### src/sv/mpsl_pkg.sv
package mpsl_pkg;

  localparam int MAX_POWER_DEF = 16;
  localparam logic [31:0] LN2_Q32 = 32'd2977044472;

  localparam logic [2:0] REG_POW  = 3'd0;
  localparam logic [2:0] REG_XMIN = 3'd1;
  localparam logic [2:0] REG_XMAX = 3'd2;
  localparam logic [2:0] REG_YMIN = 3'd3;
  localparam logic [2:0] REG_YMAX = 3'd4;
  localparam logic [2:0] REG_ZMIN = 3'd5;
  localparam logic [2:0] REG_ZMAX = 3'd6;

  typedef enum logic [3:0] {
    ST_IDLE,
    ST_SQ,
    ST_SQRT,
    ST_MAG,
    ST_POW,
    ST_ACC,
    ST_LOGK,
    ST_LOGSQ,
    ST_LOGMUL,
    ST_OUT
  } state_t;

  typedef enum logic [1:0] {
    MOP_SQ,
    MOP_Q16,
    MOP_LOGSQ,
    MOP_LN2
  } mop_t;

endpackage

### src/sv/mpsl_mul.sv
module mpsl_mul
  import mpsl_pkg::*;
(
  input  logic         clk,
  input  logic         start,
  input  logic [63:0]  a,
  input  logic [63:0]  b,
  output logic         done,
  output logic [127:0] prod
);

  logic [1:0]   step_r, step_nxt;
  logic         busy_r, busy_nxt;
  logic [63:0]  a_r, b_r;
  logic [127:0] acc_r, acc_nxt;
  logic [31:0]  pa, pb;
  logic [63:0]  pp;

  always_comb begin
    pa = step_r[0] ? a_r[63:32] : a_r[31:0];
    pb = step_r[1] ? b_r[63:32] : b_r[31:0];
    pp = {32'd0, pa} * {32'd0, pb};
  end

  always_comb begin
    busy_nxt = busy_r;
    step_nxt = step_r;
    acc_nxt  = acc_r;
    if (start) begin
      busy_nxt = 1'b1;
      step_nxt = 2'd0;
      acc_nxt  = '0;
    end else if (busy_r) begin
      acc_nxt  = acc_r + ({64'd0, pp} << {{1'b0, step_r[1]} + {1'b0, step_r[0]}, 5'd0});
      step_nxt = step_r + 2'd1;
      if (step_r == 2'd3) busy_nxt = 1'b0;
    end
  end

  always_ff @(posedge clk) begin
    busy_r <= busy_nxt;
    step_r <= step_nxt;
    acc_r  <= acc_nxt;
    done   <= busy_r && (step_r == 2'd3) && !start;
    if (start) begin
      a_r <= a;
      b_r <= b;
    end
  end

  assign prod = acc_r;

endmodule

### config.mk
export PLATFORM = sky130hd
export DESIGN_NAME = mpsl_mul
export DESIGN_NICKNAME = d
export VERILOG_FILES = /design/src/sv/mpsl_pkg.sv /design/src/sv/mpsl_mul.sv
export SDC_FILE = /design/constraint.sdc
export NUM_CORES = 2
export LEC_CHECK = 0
export ABC_AREA = 0
export BUFFER_PORTS_ARGS = -buffer_cell sky130_fd_sc_hd__clkbuf_2
export CORE_MARGIN = 2
export CORE_UTILIZATION = 30
export CTS_CLUSTER_SIZE = 40
export DETAILED_ROUTE_END_ITERATION = 6
export GPL_ROUTABILITY_DRIVEN = 1
export MAX_ROUTING_LAYER = met4
export SETUP_SLACK_MARGIN = 0.5
export SKIP_LAST_GASP = 1
export SYNTH_ARGS = -nofsm -noshare
export SYNTH_HDL_FRONTEND = slang
export SYNTH_SLANG_ARGS = --single-unit
export TNS_END_PERCENT = 1
### constraint.sdc
create_clock -name clk -period 27.5 [get_ports clk]
set_input_delay 4.125 -clock clk [delete_from_list [all_inputs] [get_ports clk]]
set_output_delay 4.125 -clock clk [all_outputs]
set_load 0.005 [all_outputs]
==> results_dict.tcl <==
set metrics [dict create \
    synth_compound_area_share_pct 10.3 \
    initial_core_util_pct 30.3 \
    synth_edf_count 128 \
    min_path_type "reg2reg" \
    yosysWarnings 0 \
    worst_pin_slew_ns 1.12 \
    synth_nets 7255 \
    critPathLaunchType "register" \
    fin_worst_skew_ns 0.0492 \
    synth_flop_cell "dfxtp_1" \
    rr_startpoint "step_r[0]$_SDFFE_PP0P_" \
    dp.final_hpwl_um 158000 \
    synth_cell_types 80 \
    avgSynthCellArea_um2 8.68 \
    grt-ovfl-total 0 \
    num-fill-cells 17500 \
    insertion_delay_ns 0.63 \
    synthCells 5837 \
    max_freq_mhz 68.8 \
    synth_top_family_by_area "adder cells" \
    dieArea_mm2 0.172 \
    drt_iter0_markers 3443 \
    via_count 42300 \
    hold_buffers 0 \
    core-area_mm2 0.167 \
    period_share_pct 52.9 \
    drt-pass1-iter-count 6 \
    die_h_um 415 \
    gp_congestion 0.996 \
    route.detailed.drc 0 \
    hold_viol 0 \
    drt_wl_total_um 189000 \
    netlist_area_mm2 0.0507 \
    slowest_stage "a21boi_0" \
    cts_buffers 36 \
    multi_input_area_mm2 0.0399 \
    finalSetupViolCount 0 \
    drtAntennaViolNets 0 \
    outcome "completed" \
    cts_tree "yes" \
    synthMuxAreaShare_pct 4.41 \
    cp.required_ns 27.98 \
    grt_pass1_wl_um 284000 \
    via_per_inst 5.20 \
    cts.clk_slew.worst_paths_ns 0.06 \
    end_kind "register" \
    cts_setup_buffers 0 \
    startpoint "step_r[0]$_SDFFE_PP0P_" \
    synth-xor-area-share_pct 3.18 \
    async_flop_share_pct 0 \
    synthAdderAreaFrac_pct 45.1 \
    first_global_vias 44100 \
    ys_seq_area_share_pct 12.8 \
    cpPeakStageDelay_ns 0.74 \
    rr_worst_depth 38 \
    crit_path_frequent_cell "fa_1" \
    ios 259 \
    synth_simple_gate_area_share_pct 15.2 \
    ys_seq_elements 260 \
    grt_util_all_layers_pct 22.5 \
    cp_data_arrival_time_ns 15.02 \
    rsz0062_at_grt "no" \
    wl_per_cell_um 23.3 \
    tns_ns 0 \
    min_path_cells 2 \
    slew_headroom_pct 25.1 \
    min-delay-start "prod[69]$_SDFFE_PP0P_" \
    worstPathMaxFanout 37 \
    grt_antenna_before_repair 0 \
    syn2layout_area_growth_pct 9.75 \
    grt_max_degree 78 \
    die_x_um 415 \
    final_max_slew_viol_count 0 \
    seq_area_mm2 0.00650 \
    maxCapViolCount 0 \
    final_cell_mix "900 x inv_1, 897 x fa_1, 835 x nor2_1" \
    final_common_cell "inv_1" \
    crit_type "reg2reg" \
    clk_path_buf_depth 3 \
    nNetsFinal 7318 \
    htreeDepth 2 \
    drive_gt1_share_pct 9.08 \
    ctsRootBufferMaster "clkbuf_16" \
    portBuffers 258 \
    cts_sinks 260 \
    fin_crit_ns 14.54 \
    rows 150 \
    cts.repair.resized 0 \
]
cell usage after synthesis, types with 40 or more instances:
master,instances,share of area [%]
a21o_1,101,1.5
a21oi_1,259,2.6
and2_1,56,0.69
clkbuf_1,272,2.0
dfxtp_1,132,5.2
edfxtp_1,128,7.6
fa_1,897,35
ha_1,391,9.7
inv_1,900,6.7
mux2_2,67,1.5
mux2i_1,148,2.9
nand2_1,689,5.1
nand3_1,40,0.39
nand4_1,84,1.0
nor2_1,836,6.2
o21ai_0,188,1.9
o21bai_1,52,0.77
xnor2_1,106,1.8
xor2_1,78,1.3
sequential cells by signal, indices dropped and copies added (netlist names):
signal,cells
b_r,64
prod,128
done,1
a_r,64
busy_r,1
step_r,2
cell type report:
type                            instances  area share (%)
Timing Repair Buffer                  335            3.38
Multi-Input combinational cell       4367            71.7
Antenna cell                            3          0.0135
Tap cell                             2204            4.96
Clock inverter                         24           0.493
Inverter                              900            6.07
Sequential cell                       260            11.7
Clock buffer                           42            1.72
through the flow:
stage | std cells | worst slack, ns | hold WS (ns) | instance area (um2) | util (%)
floorplan | 5837 | 15.92 | 0.461 | 50700 | -
global placement | 8066 | 13.42 | 0.461 | 54400 | 32.5
detailed placement | 8066 | 13.43 | 0.474 | 54400 | 32.5
CTS | 8132 | 13.35 | 0.482 | 55600 | 33.2
global route | 8132 | 12.66 | 0.503 | 55600 | 33.2
finish | 8135 | 12.96 | 0.482 | 55600 | 33.2
kinds of logic after synthesis:
family                     Yosys count
and+or+nand+nor                   1853
AOI/OAI and AO/OA                  827
muxes                              215
buffers and inverters             1210
adders and majority gates         1288
xor gates and xnor gates           184
DFF                                260
routing by layer:
layer,routed length (um),share of wire (%),global-route usage (%),vias to the layer above
li1,-,-,-,18700
met1,75400,40,27.5,21500
met2,90700,48,36.8,1718
met3,13300,7.1,3.45,369
met4,9730,5.1,9.67,0
met5,0,0,-,-
path summary, 6_finish.rpt:
kind,endpoint,slack [ns]
worst min register to register,prod[69]$_SDFFE_PP0P_,0.48
worst min-delay path,prod[69]$_SDFFE_PP0P_,0.48
worst max register to register,prod[85]$_SDFFE_PP0P_,12.96
worst max-delay path,prod[85]$_SDFFE_PP0P_,12.96
critical path: cells and delay by family, from the launching register on:
kind | cells | cell delay, ns
XOR/XNOR | 2 | 0.32
flip-flops | 1 | 0.70
adder cells (fa/ha/maj) | 10 | 4.94
multiplexers | 2 | 0.95
AO/OA/AOI/OAI | 17 | 5.70
AND/OR/NAND/NOR | 3 | 0.50
buffers and inverters | 4 | 1.16
Power is not shown: default switching activity piles up to over one toggle a cycle in this logic, so the estimate is an artifact.
